$ cat config.mk
export PLATFORM = sky130hd
export DESIGN_NAME = nfc_host_frame_encoder
export DESIGN_NICKNAME = d
export VERILOG_FILES = /design/src/hw/rtl/nfchfe_pkg.sv /design/src/hw/rtl/nfchfe_front.sv /design/src/hw/rtl/nfchfe_queue.sv /design/src/hw/rtl/nfchfe_back.sv /design/src/hw/rtl/nfc_host_frame_encoder.sv
export VERILOG_INCLUDE_DIRS = /design/src /design/src/hw/rtl
export SDC_FILE = /design/constraint.sdc
export NUM_CORES = 1
export LEC_CHECK = 0
export BUFFER_PORTS_ARGS = -buffer_cell sky130_fd_sc_hd__buf_2
export CORE_UTILIZATION = 60
export CTS_CLUSTER_DIAMETER = 30
export DETAILED_ROUTE_END_ITERATION = 10
export PLACE_DENSITY = 0.78
export SYNTH_ARGS = -nofsm -noshare
export SYNTH_HDL_FRONTEND = slang
export SYNTH_SLANG_ARGS = --single-unit
$ cat constraint.sdc
create_clock -name clock -period 9 [get_ports clock]
set_input_delay 0.9 -clock clock [delete_from_list [all_inputs] [get_ports clock]]
set_output_delay 0.9 -clock clock [all_outputs]
set_load 0.01 [all_outputs]
$ cat src/hw/rtl/nfc_host_frame_encoder_assert.svh
// Assertion macros shared by the frame encoder RTL.
`ifndef NFC_HOST_FRAME_ENCODER_ASSERT_SVH
`define NFC_HOST_FRAME_ENCODER_ASSERT_SVH

// Check that a condition holds at every clock edge outside reset.
`define NFCHFE_ASSERT_HOLDS(label, clk, rst, prop, msg) \
   label: assert property (@(posedge clk) disable iff (rst) (prop)) else $error(msg);

// Check that a condition holds in the cycle after a trigger.
`define NFCHFE_ASSERT_NEXT(label, clk, rst, ante, cons, msg) \
   label: assert property (@(posedge clk) disable iff (rst) (ante) |=> (cons)) else $error(msg);

`endif

$ cat src/hw/rtl/nfchfe_pkg.sv
// Types, constants and helper functions of the frame encoder.
package nfchfe_pkg;

   // Default depth of the command queue between front and back
   localparam int QUEUE_DEPTH = 4;

   // Sequencer step codes within one command
   typedef logic [3:0] step_type;
   localparam step_type STEP_HEAD_FIRST     = 4'd0;
   localparam step_type STEP_HEAD_WAKE_LAST = 4'd1;
   localparam step_type STEP_HEAD_LAST      = 4'd8;
   localparam step_type STEP_LEN            = 4'd9;
   localparam step_type STEP_LCS            = 4'd10;
   localparam step_type STEP_DATA           = 4'd11;
   localparam step_type STEP_DCS            = 4'd12;
   localparam step_type STEP_POST           = 4'd13;

   // Byte constants of the frame
   localparam logic [7:0] BYTE_WAKE  = 8'h55;
   localparam logic [7:0] BYTE_START = 8'hFF;
   localparam logic [7:0] BYTE_ZERO  = 8'h00;

   typedef struct packed {
      logic [7:0] data_byte;
      logic [7:0] frame_length;
   } req_type;

   typedef struct packed {
      logic [7:0] out_byte;
      logic       run_last;
      logic       frame_end;
   } rsp_type;

   // Classified item handed from front to back
   typedef struct packed {
      logic [7:0] data_byte;
      logic [7:0] len;
      logic [7:0] dcs;
      logic       first;
      logic       last;
   } cmd_type;

   // Queue status toward front and back
   typedef struct packed {
      logic full;
      logic empty;
   } qstat_type;

   // Preamble and start code byte for a header step
   function automatic logic [7:0] header_byte(input step_type step);
      logic [7:0] result;
      unique case (step) inside
         STEP_HEAD_FIRST, STEP_HEAD_WAKE_LAST: result = BYTE_WAKE;
         STEP_HEAD_LAST:                       result = BYTE_START;
         default:                              result = BYTE_ZERO;
      endcase
      return result;
   endfunction

endpackage

$ cat src/hw/rtl/nfchfe_front.sv
// Front end: accepts payload bytes, tracks frame position and checksum.
module nfchfe_front (
   input  logic                clock,
   input  logic                reset,
   input  logic                push,
   output logic                full,
   input  nfchfe_pkg::req_type req_item,
   input  nfchfe_pkg::qstat_type q_stat,
   output logic                cmd_push,
   output nfchfe_pkg::cmd_type cmd
);

   logic [7:0] rem_ff, rem_in;
   logic [7:0] sum_ff, sum_in;
   logic       first;
   logic [7:0] len_eff;
   logic [7:0] rem_base;
   logic [7:0] rem_after;
   logic [7:0] sum_after;

   // Accept whenever the queue has room
   assign full     = q_stat.full;
   assign cmd_push = push && !q_stat.full;

   // Classify the item against the current frame
   always_comb begin
      first     = (rem_ff == 8'd0);
      len_eff   = (req_item.frame_length == 8'd0) ? 8'd1 : req_item.frame_length;
      rem_base  = first ? len_eff : rem_ff;
      rem_after = rem_base - 8'd1;
      sum_after = (first ? 8'd0 : sum_ff) + req_item.data_byte;

      cmd.data_byte = req_item.data_byte;
      cmd.len       = len_eff;
      cmd.dcs       = 8'd0 - sum_after;
      cmd.first     = first;
      cmd.last      = (rem_after == 8'd0);

      rem_in = rem_ff;
      sum_in = sum_ff;
      if (cmd_push) begin
         rem_in = rem_after;
         sum_in = cmd.last ? 8'd0 : sum_after;
      end
   end

   // Hold frame position and running sum
   always_ff @(posedge clock) begin
      if (reset) begin
         rem_ff <= 8'd0;
         sum_ff <= 8'd0;
      end else begin
         rem_ff <= rem_in;
         sum_ff <= sum_in;
      end
   end

endmodule

$ cat src/hw/rtl/nfchfe_queue.sv
// Short command queue between front and back.
module nfchfe_queue #(
   parameter int DEPTH = nfchfe_pkg::QUEUE_DEPTH
) (
   input  logic                  clock,
   input  logic                  reset,
   input  logic                  wr_en,
   input  nfchfe_pkg::cmd_type   wr_cmd,
   input  logic                  rd_en,
   output nfchfe_pkg::cmd_type   rd_cmd,
   output nfchfe_pkg::qstat_type q_stat
);

   localparam int PTR_W = (DEPTH > 1) ? $clog2(DEPTH) : 1;
   localparam int CNT_W = $clog2(DEPTH + 1);

   nfchfe_pkg::cmd_type mem_ff [DEPTH];
   logic [PTR_W-1:0] wr_ptr_ff, wr_ptr_in;
   logic [PTR_W-1:0] rd_ptr_ff, rd_ptr_in;
   logic [CNT_W-1:0] count_ff, count_in;

   assign q_stat.full  = (count_ff == CNT_W'(DEPTH));
   assign q_stat.empty = (count_ff == '0);
   assign rd_cmd       = mem_ff[rd_ptr_ff];

   // Advance pointers and count
   always_comb begin
      wr_ptr_in = wr_ptr_ff;
      rd_ptr_in = rd_ptr_ff;
      count_in  = count_ff;
      if (wr_en) begin
         wr_ptr_in = (wr_ptr_ff == PTR_W'(DEPTH - 1)) ? '0 : wr_ptr_ff + PTR_W'(1);
      end
      if (rd_en) begin
         rd_ptr_in = (rd_ptr_ff == PTR_W'(DEPTH - 1)) ? '0 : rd_ptr_ff + PTR_W'(1);
      end
      if (wr_en && !rd_en) begin
         count_in = count_ff + CNT_W'(1);
      end else if (rd_en && !wr_en) begin
         count_in = count_ff - CNT_W'(1);
      end
   end

   always_ff @(posedge clock) begin
      if (reset) begin
         wr_ptr_ff <= '0;
         rd_ptr_ff <= '0;
         count_ff  <= '0;
      end else begin
         wr_ptr_ff <= wr_ptr_in;
         rd_ptr_ff <= rd_ptr_in;
         count_ff  <= count_in;
      end
   end

   // Store the incoming command
   always_ff @(posedge clock) begin
      if (wr_en) begin
         mem_ff[wr_ptr_ff] <= wr_cmd;
      end
   end

endmodule

$ cat src/hw/rtl/nfchfe_back.sv
// Back end: steps through each command and emits frame bytes one per cycle while each byte is popped.
module nfchfe_back (
   input  logic                 clock,
   input  logic                 reset,
   input  logic                 cmd_valid,
   input  nfchfe_pkg::cmd_type  cmd,
   output logic                 cmd_pop,
   output nfchfe_pkg::rsp_type  rsp_item,
   output logic                 empty,
   input  logic                 pop
);

   logic                 started_ff, started_in;
   nfchfe_pkg::step_type step_ff, step_in;
   logic                 out_valid_ff, out_valid_in;
   nfchfe_pkg::rsp_type  out_item_ff, out_item_in;
   nfchfe_pkg::step_type cur_step;
   nfchfe_pkg::step_type end_step;
   logic                 pop_ok;
   logic                 load;
   logic                 at_end;
   logic [7:0]           byte_sel;

   assign empty    = !out_valid_ff;
   assign rsp_item = out_item_ff;
   assign pop_ok   = pop && out_valid_ff;
   assign load     = cmd_valid && (!out_valid_ff || pop_ok);
   assign cmd_pop  = load && at_end;

   // Pick the step and the byte it produces
   always_comb begin
      if (started_ff) begin
         cur_step = step_ff;
      end else begin
         cur_step = cmd.first ? nfchfe_pkg::STEP_HEAD_FIRST : nfchfe_pkg::STEP_DATA;
      end
      end_step = cmd.last ? nfchfe_pkg::STEP_POST : nfchfe_pkg::STEP_DATA;
      at_end   = (cur_step == end_step);

      unique case (cur_step) inside
         [nfchfe_pkg::STEP_HEAD_FIRST:nfchfe_pkg::STEP_HEAD_LAST]:
            byte_sel = nfchfe_pkg::header_byte(cur_step);
         nfchfe_pkg::STEP_LEN:  byte_sel = cmd.len;
         nfchfe_pkg::STEP_LCS:  byte_sel = 8'd0 - cmd.len;
         nfchfe_pkg::STEP_DATA: byte_sel = cmd.data_byte;
         nfchfe_pkg::STEP_DCS:  byte_sel = cmd.dcs;
         default:               byte_sel = nfchfe_pkg::BYTE_ZERO;
      endcase
   end

   // Load the output register or drain it
   always_comb begin
      started_in   = started_ff;
      step_in      = step_ff;
      out_valid_in = out_valid_ff;
      out_item_in  = out_item_ff;
      if (load) begin
         started_in            = !at_end;
         step_in               = cur_step + 4'd1;
         out_valid_in          = 1'b1;
         out_item_in.out_byte  = byte_sel;
         out_item_in.run_last  = at_end;
         out_item_in.frame_end = (cur_step == nfchfe_pkg::STEP_POST);
      end else if (pop_ok) begin
         out_valid_in = 1'b0;
      end
   end

   always_ff @(posedge clock) begin
      if (reset) begin
         started_ff   <= 1'b0;
         step_ff      <= nfchfe_pkg::STEP_HEAD_FIRST;
         out_valid_ff <= 1'b0;
      end else begin
         started_ff   <= started_in;
         step_ff      <= step_in;
         out_valid_ff <= out_valid_in;
      end
   end

   // Result payload needs no reset
   always_ff @(posedge clock) begin
      out_item_ff <= out_item_in;
   end

endmodule

$ cat src/hw/rtl/nfc_host_frame_encoder.sv
// Frame encoder top level: front end, command queue and byte sequencer.
// The first result of an item passes through the command queue and the output register.
// One result per cycle while results are popped, from the byte sequencer's single output
// register; a frame's first and last items add header, checksum and postamble bytes.
// Input items enter at one per cycle until the command queue fills.
// Reset (synchronous, active high) empties queue and output, and starts between frames.
`include "nfc_host_frame_encoder_assert.svh"

module nfc_host_frame_encoder #(
   parameter int QUEUE_DEPTH = nfchfe_pkg::QUEUE_DEPTH
) (
   input  logic                clock,
   input  logic                reset,
   input  logic                push,
   output logic                full,
   input  nfchfe_pkg::req_type req_item,
   output logic                empty,
   input  logic                pop,
   output nfchfe_pkg::rsp_type rsp_item
);

   nfchfe_pkg::cmd_type   cmd_wr;
   nfchfe_pkg::cmd_type   cmd_rd;
   nfchfe_pkg::qstat_type q_stat;
   logic                  cmd_push;
   logic                  cmd_pop;

   nfchfe_front u_front (
      .clock    (clock),
      .reset    (reset),
      .push     (push),
      .full     (full),
      .req_item (req_item),
      .q_stat   (q_stat),
      .cmd_push (cmd_push),
      .cmd      (cmd_wr)
   );

   nfchfe_queue #(
      .DEPTH (QUEUE_DEPTH)
   ) u_queue (
      .clock  (clock),
      .reset  (reset),
      .wr_en  (cmd_push),
      .wr_cmd (cmd_wr),
      .rd_en  (cmd_pop),
      .rd_cmd (cmd_rd),
      .q_stat (q_stat)
   );

   nfchfe_back u_back (
      .clock     (clock),
      .reset     (reset),
      .cmd_valid (!q_stat.empty),
      .cmd       (cmd_rd),
      .cmd_pop   (cmd_pop),
      .rsp_item  (rsp_item),
      .empty     (empty),
      .pop       (pop)
   );

   // Queue never reports full and empty together
   `NFCHFE_ASSERT_HOLDS(a_q_status, clock, reset, !(q_stat.full && q_stat.empty), "queue full and empty")
   // Back end only retires a command that is present
   `NFCHFE_ASSERT_HOLDS(a_pop_present, clock, reset, !cmd_pop || !q_stat.empty, "pop on empty queue")
   // The closing byte is always the last result of its item
   `NFCHFE_ASSERT_HOLDS(a_end_last, clock, reset, empty || !rsp_item.frame_end || rsp_item.run_last, "frame end not last")
   // A command written to an empty queue is visible next cycle
   `NFCHFE_ASSERT_NEXT(a_q_fill, clock, reset, cmd_push && q_stat.empty, !q_stat.empty, "queue lost command")

endmodule
==> results of run 1 <==
[final timing paths]
check	from	endpoint	cells past startpoint
hold reg to reg	u_back.out_valid_ff$_SDFFE_PP0P_	u_back.out_valid_ff$_SDFFE_PP0P_	2
setup reg to reg	u_front.rem_ff[3]$_SDFFE_PP0P_	u_queue.mem_ff[1][9]$_DFFE_PP_	11
hold / removal	u_back.out_valid_ff$_SDFFE_PP0P_	u_back.out_valid_ff$_SDFFE_PP0P_	2
setup / recovery	u_front.rem_ff[3]$_SDFFE_PP0P_	u_queue.mem_ff[1][9]$_DFFE_PP_	11
[layout make-up]
type	instances	area, µm²	area share
clock buffer	17	414.1	0.05427
clock inverter	15	181.4	0.02377
inverter	24	90.09	0.01181
multi-input combinational	305	2519	0.3301
sequential	145	4044	0.5299
tap	140	175.2	0.02295
timing repair buffer	38	207.7	0.02722
[where the power goes]
part / internal, mW / total, mW / switching [mW]
Clock: 0.425 / 0.704 / 0.279
Sequential: 0.938 / 1.02 / 0.0848
Combinational: 0.451 / 1.13 / 0.682
Total: 1.81 / 2.86 / 1.05
[critical path, cell delays in order, from the launching register on]
cell	delay, ns
dfxtp_1	0.38
nor4_2	0.45
nand2_1	0.30
and2_1	0.26
ha_1	0.23
fa_1	0.41
a21o_1	0.19
a21oi_1	0.30
nor2_1	0.08
a311oi_1	0.46
nand3b_1	0.17
xnor2_1	0.31
[cell usage after synthesis (all sizes together) (3+ instances only)]
master and count:
edfxtp 114, nor2 39, dfxtp 31, nand2 30
a21oi 27, mux4 26, inv 22, ha 21
clkbuf 17, o21ai 16, and2 13, xnor2 13
nor3 12, nor4 9, xor2 9, a31oi 8
buf 8, mux2i 6, a2111oi 5, nand2b 5
nand3 5, a211oi 4, a21o 4, nor2b 4
or3 4, nor3b 3, o211ai 3
[cells by family (layout without fill, tap and decap cells)]
kind of cell | Yosys count | in the layout | share of synthesized area
flops | 145 | 145 | 0.5982
xor+xnor | 22 | 22 | 0.02850
simple gates | 134 | 134 | 0.1035
mux | 33 | 33 | 0.09939
compound gates | 93 | 93 | 0.09643
buf+inv | 49 | 94 | 0.02924
fa+ha+maj | 23 | 23 | 0.04479
[sequential cells by signal, indices dropped and copies added, names as in the netlist, named ones only]
signal and cells:
u_back.out_valid_ff 1, u_back.rsp_item 10, u_back.started_ff 1, u_back.step_ff 4
u_front.rem_ff 8, u_front.sum_ff 8, u_queue.count_ff 3, u_queue.mem_ff 104
u_queue.rd_ptr_ff 2, u_queue.wr_ptr_ff 2
[routing by layer]
metal	routed length [µm]	track usage	part of all wire	up-vias
met2	7360	0.4527	0.51	199
met1	5853	0.3514	0.40	2140
met3	1083	0.06028	0.075	26
li1	-	-	-	1966
met4	233	0.1106	0.016	0
met5	0	0	0	-
==> impl_metrics.yaml, run 1 <==
status:
  status: "complete, no violations"
power_and_ir_drop:
  vdd_drop_max_v: 0.0002112
  leakage_nw: 2.723
  total_power_mw: 2.861
  powerDensity_nw_per_um2: 374.9
synthesis:
  ys_seq_area_frac: 0.5982
  synthFlopType: "edfxtp_1"
  synth.area.top_cells: "edfxtp_1 51%, dfxtp_1 9.2%, mux4_2 7.3%"
  synth_edf_count: 114
  netlist_instances: 499
  synth-seq-cells: 145
  synth_top_area_frac: 0.5064
  syn_area_um2: 6760
  ys_types: 65
  yosysTopAreaCell: "edfxtp_1"
  synthArstFlopShare: 0
  yosys_warnings: 0
  syn_area_per_cell_um2: 13.55
  synth_nets: 542
critical_path:
  crit_path_max_fanout: 9
  crit_type: "flip-flop to flip-flop"
  startpoint_type: "flip-flop"
  endpoint_kind: "flip-flop"
  critical_path_required_ns: 9.31
  worst_ep_arrival_time_ns: 4.08
  regToRegSetupSlack_ns: 5.23
finish:
  final_common_cell: "edfxtp_1"
  stdcell_area_um2: 7631
  fin_cells: 684
  area_growth_pct: 12.88
  final_util: 0.7009
  fillers: 744
  fin_nets: 574
  num_antenna_cells: 0
  layout_common_cells: "114 x edfxtp_1, 39 x nor2_1, 31 x dfxtp_1, 31 x buf_2, 30 x nand2_1"
  drive_gt1_frac: 0.1912
floorplan:
  die_h_um: 108.1
  core_area_um2: 10890
  dieArea_um2: 11700
  pin_count: 32
  die_width_um: 108.1
  initial_core_util: 0.6209
  num_rows: 38
cts:
  numCtsBuffers: 17
  postCtsHoldBufs: 0
  postCtsSetupRepairBufs: 0
  clk_latency_ns: 0.52
  cts_buffer_depth: 2
  clock-sinks: 145
  cts_resized: 0
  cts-htree-levels: 4
  cts-root-buf: "clkbuf_8"
  worst_setup_hold_path_clk_slew_ns: 0.06
  cts_tree: "built"
timing:
  max_freq_mhz: 265.5
  slew_violations: 0
  relSlewSlack: 0.4329
  final_hold_viol_count: 0
  rsz0062_at_grt: "no"
  hold_ws_ns: 0.4796
  setup_viol: 0
  setup_tns_ns: 0
  fin_skew_ns: 0.007326
  period_minus_slack_ns: 3.766
  tightest_slew_ns: 0.8506
  final.setup.worst_slack_ns: 5.234
  fin_crit_sh: 0.4184
drt:
  dr.pass1.iters: 5
  postRouteAntennaNets: 0
  drt_iter0_markers: 347
  wl_um: 14530
  vias: 4331
  drc: 0
  wl_per_cell_um: 21.24
  routed_via_density: 6.332
place:
  post-place-ws_ns: 5.412
  dp.cells: 652
  io_buffers: 31
  gp_congestion: 0.8984
  placedInstanceArea_um2: 7036
  hpwl_um: 9138
grt:
  gr-usage-all-layers: 0.2736
  grt-ovfl-total: 0
  grt_pass1_vias: 4417
  grt_pass1_wl_um: 23020
  antenna_found_initial: 0
  grt_max_degree: 31
min_path:
  holdCritPathClass: "flip-flop to flip-flop"
run:
  drv_cap: 0
Note: power is estimated with default switching activity, not from simulation.
==> run 2, diff against run 1 <==
==> constraint.sdc (replaced) <==
create_clock -name clock -period 3.6 [get_ports clock]
set_input_delay 0.36 -clock clock [delete_from_list [all_inputs] [get_ports clock]]
set_output_delay 0.36 -clock clock [all_outputs]
set_load 0.01 [all_outputs]
==> impl_metrics.yaml, run 2 (synthesis results as in run 1) <==
timing:
  final_hold_viol_count: 0
  rsz0062_at_grt: "no"
  fin_skew_ns: 0.006056
  slew_violations: 0
  fin_crit_sh: 0.9538
  setup_viol: 0
  hold_ws_ns: 0.07928
  setup_tns_ns: 0
  max_freq_mhz: 291.2
  period_minus_slack_ns: 3.434
  tightest_slew_ns: 0.7909
  relSlewSlack: 0.4708
cts:
  cts_tree: "built"
  clk_latency_ns: 0.53
  postCtsSetupRepairBufs: 0
  cts-root-buf: "clkbuf_8"
  cts-htree-levels: 4
  postCtsHoldBufs: 0
  worst_setup_hold_path_clk_slew_ns: 0.06
  cts_resized: 0
  clock-sinks: 145
  numCtsBuffers: 17
  cts_buffer_depth: 2
floorplan:
  num_rows: 38
  die_h_um: 108.1
  initial_core_util: 0.6209
  dieArea_um2: 11700
  core_area_um2: 10890
  pin_count: 32
  die_width_um: 108.1
power_and_ir_drop:
  vdd_drop_max_v: 0.0006068
  powerDensity_nw_per_um2: 934.5
  leakage_nw: 2.760
drt:
  wl_per_cell_um: 20.09
  routed_via_density: 6.294
  wirelength_met1_um: 5858
  dr.pass1.iters: 5
  wl_um: 13880
  drc: 0
  met3_length_um: 880
  postRouteAntennaNets: 0
  drt_iter0_markers: 342
  vias: 4349
  wl_met2_um: 6867
  routed.top_layer: "met4"
critical_path:
  crit_path_max_fanout: 8
  critical_path_required_ns: 3.94
  crit_type: "flip-flop to flip-flop"
  startpoint_type: "flip-flop"
  worst_ep_arrival_time_ns: 3.77
  crit_path_cell_trace: "nor4_2, nand2_1, and2_1, ha_1, fa_1, a21o_1, a21oi_1, xnor2_1, nor3_1, nand3b_1, xnor2_1"
  slowest_delay_ns: 0.46
  cp_common_cell: "xnor2_1"
  worst_path_max_delay_cell: "nor4_2"
  endpoint_kind: "flip-flop"
grt:
  antenna_found_initial: 0
  grt_max_degree: 31
  grt_pass1_vias: 4328
  grt_pass1_wl_um: 22090
  gr-usage-all-layers: 0.2615
  grt-ovfl-total: 0
finish:
  layout_common_cells: "114 x edfxtp_1, 39 x nor2_1, 31 x dfxtp_1, 31 x buf_2, 30 x nand2_1"
  drive_gt1_frac: 0.1978
  area_growth_pct: 13.47
  top_register: "u_queue.mem_ff"
  fillers: 757
  largest_reg_flops: 104
  num_antenna_cells: 0
  multi_input_area_um2: 2519
  final_common_cell: "edfxtp_1"
  fin_nets: 581
  regArea_um2: 4044
status:
  status: "complete, no violations"
place:
  gp_congestion: 0.9235
  io_buffers: 31
  hpwl_um: 9167
run:
  drv_cap: 0
min_path:
  holdCritPathClass: "input pin to flip-flop"
==> run 2: changes by cell type in the layout (fill, tap and decap cells not counted) <==
| cell | previous run | this run |
|---|---|---|
| clkinv_4 | 1 | 2 |
| clkinv_1 | 3 | 2 |
| clkinv_2 | 1 | 3 |
| buf_4 | 7 | 14 |
| clkbuf_1 | 0 | 3 |
| clkinvlp_4 | 4 | 2 |
| inv_8 | 0 | 1 |
| inv_6 | 5 | 1 |
==> run 2: layer usage <==
metal,vias to the layer above,GRT usage
met5,-,0
met4,0,0.1057
met3,29,0.06269
met2,179,0.4213
met1,2152,0.3433
li1,1989,-
==> run 2: per-stage QoR <==
stage / worst slack, ns / util / instances / power, mW / instance area (µm²)
floorplan: 0.4763 / - / 499 / 4.630 / 6760
global placement: 0.3502 / 0.6510 / 659 / 5.288 / 7088
detailed placement: 0.2355 / 0.6510 / 659 / 5.406 / 7088
CTS: 0.2000 / 0.7046 / 691 / 7.181 / 7671
global route: 0.01580 / 0.7046 / 691 / 7.576 / 7671
finish: 0.1664 / 0.7046 / 691 / 7.168 / 7671
==> run 2: worst paths after layout <==
kind,startpoint,endpoint,slack [ns],cells past startpoint
max,u_front.rem_ff[3]$_SDFFE_PP0P_,u_queue.mem_ff[3][9]$_DFFE_PP_,0.17,11
min,req_item[13],u_queue.mem_ff[0][23]$_DFFE_PP_,0.08,1
max reg2reg,u_front.rem_ff[3]$_SDFFE_PP0P_,u_queue.mem_ff[3][9]$_DFFE_PP_,0.17,11
min reg2reg,u_back.out_valid_ff$_SDFFE_PP0P_,u_back.out_valid_ff$_SDFFE_PP0P_,0.48,2
==> run 2: area by class of cell <==
cell class	instances	share of cell area
repair buffers	45	0.03393
inverters	24	0.01174
flip-flops and latches	145	0.5272
clock inverters	12	0.02055
well taps	140	0.02283
clock buffers	20	0.05546
multi-input cells	305	0.3283
==> run 2: critical path, delay by kind of cell (launching register included) <==
kind | cells | cell delay, ns
compound gates | 2 | 0.43
fa+ha+maj | 2 | 0.63
simple gates | 5 | 1.33
xor+xnor | 2 | 0.47
flops | 1 | 0.38
==> run 2: power breakdown <==
group	internal [mW]	leakage (nW)	switching (mW)
registers	2.34	1.31	0.198
logic	1.19	1.17	1.70
clock network	1.06	0.281	0.674
total	4.60	2.76	2.57
